File: config.mk
export PLATFORM = sky130hd
export DESIGN_NAME = fp8_block_scaled_dequant_bf16
export DESIGN_NICKNAME = d
export VERILOG_FILES = /design/src/hdl/fp8dq_pkg.sv /design/src/hdl/fp8dq_lane.sv /design/src/hdl/fp8_block_scaled_dequant_bf16.sv
export SDC_FILE = /design/constraint.sdc
export NUM_CORES = 2
export LEC_CHECK = 0
export ABC_AREA = 1
export BUFFER_PORTS_ARGS = -buffer_cell sky130_fd_sc_hd__buf_2
export CAP_MARGIN = 40
export CORE_ASPECT_RATIO = 0.75
export CORE_MARGIN = 1
export CORE_UTILIZATION = 65
export CTS_CLUSTER_DIAMETER = 200
export DETAILED_ROUTE_END_ITERATION = 7
export PLACE_DENSITY = 0.84
export SYNTH_ARGS = -nofsm -noshare
export SYNTH_HDL_FRONTEND = slang
export SYNTH_HIERARCHICAL = 1
export SYNTH_SLANG_ARGS = --single-unit
File: constraint.sdc
create_clock -name clk -period 12 [get_ports clk]
set_clock_uncertainty 0.05 [all_clocks]
set_input_delay 0 -clock clk [delete_from_list [all_inputs] [get_ports clk]]
set_output_delay 0 -clock clk [all_outputs]
set_load 0.01 [all_outputs]
File: src/hdl/fp8dq_pkg.sv
`timescale 1ns / 1ps

package fp8dq_pkg;

	localparam int unsigned LANES = 4;

	localparam logic [15:0] BF16_NAN = 16'h7FC0;
	localparam logic [14:0] BF16_INF_MAG = 15'h7F80;
	localparam logic [3:0] E4M3_EXP_MAX = 4'hF;
	localparam logic [2:0] E4M3_MANT_MAX = 3'h7;
	localparam logic [7:0] F32_EXP_MAX = 8'hFF;

	typedef struct packed {
		logic [7:0]  code_zero;
		logic [7:0]  code_one;
		logic [7:0]  code_two;
		logic [7:0]  code_three;
		logic [31:0] group_scale;
	} code_item_t;

	typedef struct packed {
		logic [15:0] value_zero;
		logic [15:0] value_one;
		logic [15:0] value_two;
		logic [15:0] value_three;
	} value_item_t;

	typedef struct packed {
		logic        special;
		logic [15:0] special_value;
		logic [31:0] product;
	} lane_result_t;

endpackage

File: src/hdl/fp8dq_lane.sv
`timescale 1ns / 1ps

module fp8dq_lane (
	input  logic                      clk,
	input  logic                      en_s1,
	input  logic                      en_s2,
	input  logic [7:0]                code,
	input  logic [31:0]               scale,
	output fp8dq_pkg::lane_result_t   result
);

	logic        sign;
	logic [3:0]  ce;
	logic [2:0]  cm;
	logic [7:0]  se;
	logic [22:0] sf;
	logic [3:0]  csig;
	logic [23:0] ssig;
	logic signed [10:0] cex;
	logic signed [10:0] sex;
	logic        special;
	logic [15:0] special_value;

	logic [27:0] prod_s1;
	logic signed [10:0] ex_s1;
	logic        sign_s1;
	logic        special_s1;
	logic [15:0] special_value_s1;

	always_comb begin
		sign = code[7] ^ scale[31];
		ce = code[6:3];
		cm = code[2:0];
		se = scale[30:23];
		sf = scale[22:0];
		if (ce == 4'd0) begin
			csig = {1'b0, cm};
			cex = -11'sd9;
		end else begin
			csig = {1'b1, cm};
			cex = $signed({7'd0, ce}) - 11'sd10;
		end
		if (se == 8'd0) begin
			ssig = {1'b0, sf};
			sex = -11'sd149;
		end else begin
			ssig = {1'b1, sf};
			sex = $signed({3'd0, se}) - 11'sd150;
		end
		special = 1'b0;
		special_value = fp8dq_pkg::BF16_NAN;
		if (ce == fp8dq_pkg::E4M3_EXP_MAX && cm == fp8dq_pkg::E4M3_MANT_MAX) begin
			special = 1'b1;
		end else if (se == fp8dq_pkg::F32_EXP_MAX) begin
			special = 1'b1;
			if (sf == 23'd0 && !(ce == 4'd0 && cm == 3'd0)) begin
				special_value = {sign, fp8dq_pkg::BF16_INF_MAG};
			end
		end
	end

	always_ff @(posedge clk) begin
		if (en_s1) begin
			prod_s1 <= 28'(csig * ssig);
			ex_s1 <= cex + sex;
			sign_s1 <= sign;
			special_s1 <= special;
			special_value_s1 <= special_value;
		end
	end

	logic [4:0]  p;
	logic signed [10:0] e_norm;
	logic signed [10:0] q;
	logic signed [10:0] sh;
	logic signed [10:0] nsh;
	logic signed [10:0] biased;
	logic [50:0] wide;
	logic [3:0]  shr;
	logic [27:0] low;
	logic [27:0] half;
	logic [24:0] r;
	logic [31:0] f32;

	always_comb begin
		p = 5'd0;
		for (int i = 0; i < 28; i++) begin
			if (prod_s1[i]) begin
				p = 5'(i);
			end
		end
		e_norm = $signed({6'd0, p}) + ex_s1 - 11'sd23;
		q = (e_norm < -11'sd149) ? -11'sd149 : e_norm;
		sh = q - ex_s1;
		nsh = -sh;
		wide = {23'd0, prod_s1} << nsh[4:0];
		shr = sh[3:0];
		low = 28'd0;
		half = 28'd0;
		if (sh <= 11'sd0) begin
			r = wide[24:0];
		end else begin
			low = prod_s1 & ((28'd1 << shr) - 28'd1);
			half = 28'd1 << (shr - 4'd1);
			r = 25'(prod_s1 >> shr);
			if (low > half || (low == half && r[0])) begin
				r = r + 25'd1;
			end
		end
		if (r[24]) begin
			r = 25'h0800000;
			q = q + 11'sd1;
		end
		biased = q + 11'sd150;
		if (r[23]) begin
			if (biased >= 11'sd255) begin
				f32 = {sign_s1, 31'h7F800000};
			end else begin
				f32 = {sign_s1, biased[7:0], r[22:0]};
			end
		end else begin
			f32 = {sign_s1, 8'd0, r[22:0]};
		end
	end

	always_ff @(posedge clk) begin
		if (en_s2) begin
			result.product <= f32;
			result.special <= special_s1;
			result.special_value <= special_value_s1;
		end
	end

endmodule

File: src/hdl/fp8_block_scaled_dequant_bf16.sv
`timescale 1ns / 1ps
// fp8 e4m3 block-scaled dequantizer to bf16
// input channel codes: four e4m3 codes and the fp32 group scale per item,
// taken when code_valid is high and code_stall is low
// output channel values: four bf16 patterns per item, delivered when
// value_valid is high and value_stall is low
// one item in, one item out, in order
// an accepted item moves through the lane multiply register and the lane
// normalize register into the output register, where value_valid rises
// throughput: one item per cycle while the receiver does not stall, set by
// the four lanes each holding one fp32 multiply stage and one normalize and
// round stage, then a bf16 round and output register that merges the lanes
// every stage moves on its own when the one after it is free, so items
// keep being taken while a finished item waits in the output register
// code_stall rises only when all three stages hold items and the receiver
// stalls
// reset clears all stage valid flags; no item is in flight afterwards

module fp8_block_scaled_dequant_bf16 (
	input  logic                      clk,
	input  logic                      arst_n,
	input  logic                      code_valid,
	output logic                      code_stall,
	input  fp8dq_pkg::code_item_t     codes,
	output logic                      value_valid,
	input  logic                      value_stall,
	output fp8dq_pkg::value_item_t    values
);

	logic valid_s1, valid_s2, valid_s3;
	logic ready_s1, ready_s2, ready_s3;
	logic take;

	assign ready_s3 = !valid_s3 || !value_stall;
	assign ready_s2 = !valid_s2 || ready_s3;
	assign ready_s1 = !valid_s1 || ready_s2;
	assign code_stall = !ready_s1;
	assign take = code_valid && ready_s1;
	assign value_valid = valid_s3;

	always_ff @(posedge clk or negedge arst_n) begin
		if (!arst_n) begin
			valid_s1 <= 1'b0;
			valid_s2 <= 1'b0;
			valid_s3 <= 1'b0;
		end else begin
			if (ready_s1) valid_s1 <= code_valid;
			if (ready_s2) valid_s2 <= valid_s1;
			if (ready_s3) valid_s3 <= valid_s2;
		end
	end

	logic [7:0] lane_code [fp8dq_pkg::LANES];
	fp8dq_pkg::lane_result_t lane_res [fp8dq_pkg::LANES];
	logic [15:0] lane_bf16 [fp8dq_pkg::LANES];

	assign lane_code[0] = codes.code_zero;
	assign lane_code[1] = codes.code_one;
	assign lane_code[2] = codes.code_two;
	assign lane_code[3] = codes.code_three;

	for (genvar g = 0; g < fp8dq_pkg::LANES; g++) begin : g_lane
		logic [32:0] t;
		fp8dq_lane u_lane (
			.clk    (clk),
			.en_s1  (take),
			.en_s2  (valid_s1 && ready_s2),
			.code   (lane_code[g]),
			.scale  (codes.group_scale),
			.result (lane_res[g])
		);
		assign t = {1'b0, lane_res[g].product} + 33'h7FFF
			+ {32'd0, lane_res[g].product[16]};
		assign lane_bf16[g] = lane_res[g].special ? lane_res[g].special_value : t[31:16];
	end

	always_ff @(posedge clk) begin
		if (valid_s2 && ready_s3) begin
			values.value_zero <= lane_bf16[0];
			values.value_one <= lane_bf16[1];
			values.value_two <= lane_bf16[2];
			values.value_three <= lane_bf16[3];
		end
	end

	a_stall_only_full: assert property (@(posedge clk) disable iff (!arst_n)
		code_stall |-> (valid_s1 && valid_s2 && valid_s3 && value_stall))
		else $error("input stalled with a free stage");

	a_s1_holds: assert property (@(posedge clk) disable iff (!arst_n)
		(valid_s1 && !ready_s2) |=> valid_s1)
		else $error("stage one item lost");

	a_s2_holds: assert property (@(posedge clk) disable iff (!arst_n)
		(valid_s2 && !ready_s3) |=> valid_s2)
		else $error("stage two item lost");

endmodule

# Yosys cells after proc, flatten, opt, wreduce, memory -nomap -nowiden
# Cells that the tools add are included.
# classes
addsub	53
mul	4
magnitude_cmp	16
n_eq_ne	13
shift	16
muxes	155
bitwise_logic	13
reduce_logical	53
# ops
cell	count
$mux W5	48
$shl A1 B4 Y28 const A	8
$mux W25	8
$mux W4	36
$mux W11	13
$add A32 B1 Y32	4
$add A32 B15 Y32 const B	4
$mux W31	4
$mux W24	5
$and A28 B28 Y28	4
$eq A28 B28 Y1	4
$gt A28 B28 Y1	4
$mul A4 B24 Y28	4
$shl A28 B5 Y25	4
$shr A28 B4 Y25	4
$sub A28 B1 Y28 const B	4
$add A25 B1 Y25 const B	4
$mux W23	4
$mux W16	4
$mux W3	16
$add A11 B11 Y11	4
$add A11 B2 Y11 const B	4
$add A11 B9 Y11 const B	4
$add A6 B11 Y11	4
other kinds (26)	121
# word_totals
ff_bits	491
inputBits	68
out_inout_bits	66
elab_cells	370

# Logic depth before layout (Yosys ltp)
# logic_depth
ltp_word	45
mapped_depth	84
depth_no_buf	82

# Cells and area by module
# The synthesis kept the hierarchy.
# modules_own_cells
mod	n_inst	cells_per_inst	area_each_um2	seq_area_each_um2
fp8dq_lane at g_lane[1].u_lane ...	2	1905	12625.9	2342.2
fp8dq_lane at g_lane[0].u_lane	1	1969	12866.1	2342.2
fp8dq_lane at g_lane[3].u_lane	1	1916	12579.6	2342.2
fp8_block_scaled_dequant_bf16	1	608	4413.0	1996.9

# Worst setup path before layout
# No wires, ideal clock.
# synth_timing
kind	register to register
start	register g_lane[1].u_lane.prod_s1[1]
end	register g_lane[1].u_lane/result[7] (netlist bit) (data pin)
setup_ns	0.261
arrival_ns	9.493
required_time_ns	11.689
path_slack_ns	2.197
path_stages_with_launch	73
n_path_buf	5
period_less_slack_ns	9.803
path_cell_list	edfxtp_1 a21oi_1 nor2_1 o21ai_0 nand2_1 a21oi_1 o21ai_0 a21oi_1 o21ai_0 a21oi_1 o21ai_0 a21oi_1 o21ai_0 nand2_1 nand2_1 a21oi_1 ha_1 inv_1 [37 not listed] nor2_1 nand2_2 nand2_2 nand3_4 buf_6 nand3_1 nand2_2 ha_1 inv_1 nand3_1 nand2_1 nand2_1 xor2_1 nor2_2 nand3_1 nand2_2 buf_6 a21oi_2
# synth_between
elab_chain_len	45
elab_cells_between_ends	55
cone_classes	9 x add/sub; 4 x order compare; 1 x eq/ne; 4 x shift; 34 x mux; 1 x bitwise; 2 x reduce/logical
# synth_rtl
item	line	source
from (decl)	fp8dq_lane.sv:24	logic [27:0] prod_s1;
from (signal assigned)	fp8dq_lane.sv:64	prod_s1 <= 28'(csig * ssig);
parallel branches: the longest is 44 deep, another holds $mux W4	n/a	
$mux W23 (*)	fp8dq_lane.sv:115	if (r[23]) begin
via g_lane[1].u_lane.f32[7]	fp8dq_lane.sv:83	logic [31:0] f32;
to (decl)	fp8dq_lane.sv:9	output fp8dq_pkg::lane_result_t result
# Mark *: on every way through the listed nets, which the timed path passes.
# A chain may end at the register's enable or synchronous reset.

# Worst setup path in the final report
# layout_timing
start	register g_lane[0].u_lane.prod_s1[2]
end	register g_lane[0].u_lane/result[27] (netlist bit) (data pin)
# layout_between
elab_chain_len	43
elab_cells_between_ends	53
cone_classes	9 x add/sub; 4 x order compare; 1 x eq/ne; 4 x shift; 32 x mux; 1 x bitwise; 2 x reduce/logical
# layout_rtl
item	line
from (decl)	fp8dq_lane.sv:24
from (signal assigned)	fp8dq_lane.sv:64
parallel branches: the longest is 43 deep, another holds $mux W4	n/a
to (decl)	fp8dq_lane.sv:9
# Several ways; the timed one is not identified.

==> out/results.ini <==
[clocking]
cts_max_path_buffers = 3
cts_made_buffers = 43
insertion_delay_ns = 0.60
h-tree-depth = 2
root_buffer = clkbuf_16
cts_num_sinks = 379
cts_tree = done
clk_pin_slew_ns = 0.07

[synth]
synth_edf_count = 376
ys_warn_count = 6
synth_area_leader_cell = edfxtp_1
synth.area.mux_share_pct = 0.163
synthXorXnorAreaFrac_pct = 5.12
async_flop_share_pct = 0.792
ys_seq_area_share_pct = 20.6
synth-simple-area-share_pct = 34.9
syn_area_um2 = 55100
synthAdderAreaFrac_pct = 15.5
synth.top_cell.area_share_pct = 20.5
avgSynthCellArea_um2 = 6.64
ys_top_cells_by_count = nand2_1, inv_1, nand3_1
yosys-top-cells-area = edfxtp_1, nand2_1, ha_1
post_synth_num_cell_types = 80
synthCells = 8303
synth_compound_area_share_pct = 12.3
synth_top_family_by_area = simple AND/OR/NAND/NOR gates
ys_seq_elements = 379
ys_dominant_reg_cell = edfxtp_1
synth_most_common_cell = nand2_1

[grt]
grt_pass1_vias = 49700
grt_pass1_wl_um = 258000
grt_start_max_net_pins = 169
grt-ovfl-total = 0
antenna_found_initial = 5
grt_use_total_pct = 36.4

[timing]
slew_viol_final = 0
hold_violations = 0
max_freq_mhz = 89.6
fin_crit_ns = 11.16
slew_headroom_pct = 30.4
worst_pin_slew_ns = 1.04
fin_crit_sh_pct = 93.0
finalSetupViolations = 0
tns_ns = 0

[run]
drv_cap = 0

[floorplan]
core-area_um2 = 84000
die_h_um = 254
die_x_um = 338
ios = 134
die-area_um2 = 86000
rows = 92
start_util_pct = 65.6

[place]
gp_congestion = 1.03
placedCellCount = 9329
dp_hpwl_um = 126000
place_area_um2 = 55800
io_buffer_count = 133

[route]
vias_per_cell = 5.88
first_pass_iters = 7
ant_nets = 0
vias = 55600
wirelength_um = 162000
drt_iter0_markers = 6909
route.detailed.drc = 0
wl_per_cell_um = 17.1

[layout]
fin_area_um2 = 57800
nNetsFinal = 8930
layout-drive-gt1-share_pct = 8.41
nFillCells = 7408
area_delta_synth_final_pct = 4.96
fin_cells = 9452

[worst_hold_path]
hold_path_class = input pin to flop
hp-start = codes[23]
hold-path-endpoint = g_lane[3].u_lane/ex_s1[0]
holdPathStages = 4

[worst_setup_path]
regToRegStartpoint = g_lane[0].u_lane/prod_s1[2]
crit_top_cell = nand2_1
worstReg2RegEnd = g_lane[0].u_lane/result[27]
required_ns = 12.41
worstSetupStartpointType = flop
slowest_stage = fa_1
crit_type = flop to flop
worstPathMaxFanout = 28
worstSetupEndpointType = flop
r2r_cells = 66
critPathMaxStageDelay_ns = 0.66
rrSetupSlack_ns = 0.84
critical_path_arrival_ns = 11.57

[status]
status = finished, final reports clean

worst max-delay path by stage:
stage	slack [ns]	startpoint	cells past startpoint	end
finish	0.84	g_lane[0].u_lane/prod_s1[2]	66	g_lane[0].u_lane/result[27]
floorplan	2.20	g_lane[1].u_lane/prod_s1[1]	72	g_lane[1].u_lane/result[7]
CTS	0.42	g_lane[3].u_lane/prod_s1[3]	66	g_lane[3].u_lane/result[26]
global route	-0.12	g_lane[1].u_lane/prod_s1[1]	67	g_lane[1].u_lane/result[1]
detailed placement	0.46	g_lane[3].u_lane/prod_s1[3]	66	g_lane[3].u_lane/result[26]
global placement	0.51	g_lane[3].u_lane/prod_s1[3]	63	g_lane[3].u_lane/result[5]
registers in the layout (all words and copies together) (netlist names):
signal                          flops
values                             64
g_lane.u_lane/sign_s1               4
value_valid                         1
g_lane.u_lane/ex_s1                44
g_lane.u_lane/prod_s1             112
valid_s2                            1
g_lane.u_lane/special_s1            4
g_lane.u_lane/special_value_s1      8
valid_s1                            1
g_lane.u_lane/result              140
cell type report:
type,instances,area (um^2),share of cell area (%)
Clock inverter,30,330,0.571
Sequential cell,379,11400,19.6
Inverter,1093,4130,7.14
Tap cell,1128,1410,2.44
Clock buffer,47,1110,1.92
Timing Repair Buffer,242,1620,2.79
Multi-Input combinational cell,6531,37900,65.5
Antenna cell,2,5.00,0.00865
metrics by stage:
stage          worst slack [ns]  utilization [%]  hold WS [ns]
3_5_place_dp              0.459             66.5        -0.251
2_1_floorplan              2.20                -        -0.346
5_1_grt                  -0.123             68.8        0.0268
6_report                  0.844             68.8        0.0499
4_1_cts                   0.415             68.5        0.0180
3_3_place_gp              0.511             66.4        -0.251
worst max-delay path: cells and delay by family, from the launching register on:
| family | cells | cell delay [ns] |
|---|---|---|
| DFF | 1 | 0.40 |
| adders and majority gates | 8 | 2.64 |
| buffers and inverters | 7 | 0.97 |
| and+or+nand+nor | 33 | 4.48 |
| AOI/OAI and AO/OA | 16 | 2.06 |
| xor gates and xnor gates | 2 | 0.36 |
per-layer routing:
metal,up-vias,part of all wire (%),GRT usage (%)
li1,27000,-,-
met2,2825,42,55.3
met4,8,2.2,7.62
met1,25500,44,53.7
met3,291,11,6.93
met5,-,0.028,0
kinds of logic (layout without fill, tap and decap cells):
kind of cell,count (synthesis),after routing
and+or+nand+nor,4403,4403
buffers and inverters,1441,1412
AOI/OAI and AO/OA,1176,1176
adders and majority gates,572,572
DFF,379,379
xor gates and xnor gates,315,315
muxes,9,9
other,8,58
cell usage in the layout (no fill, tap or decap), drive strengths merged, types with 18 or more instances in the layout:
master       count
o21ai          478
inv           1097
fa             188
nor2           585
or2             36
o21bai          22
nor4            70
dlygate4sd3     27
a31oi           32
conb            56
ha             384
nor3           108
nand2         2677
xor2           223
clkbuf          48
clkinv          21
edfxtp         376
nand4           88
nand3b          18
o21a            20
a21oi          483
buf            214
xnor2           92
o211ai          65
nand3          795
repair_timing:
action	4_1_cts	5_1_grt
setup endpoints to repair	0	106
resized for setup	0	31
hold buffers	27	0
hold endpoints to repair	35	0
buffers inserted	0	16
Power is not shown: default switching activity piles up to over one toggle a cycle in this logic, so the estimate is an artifact.
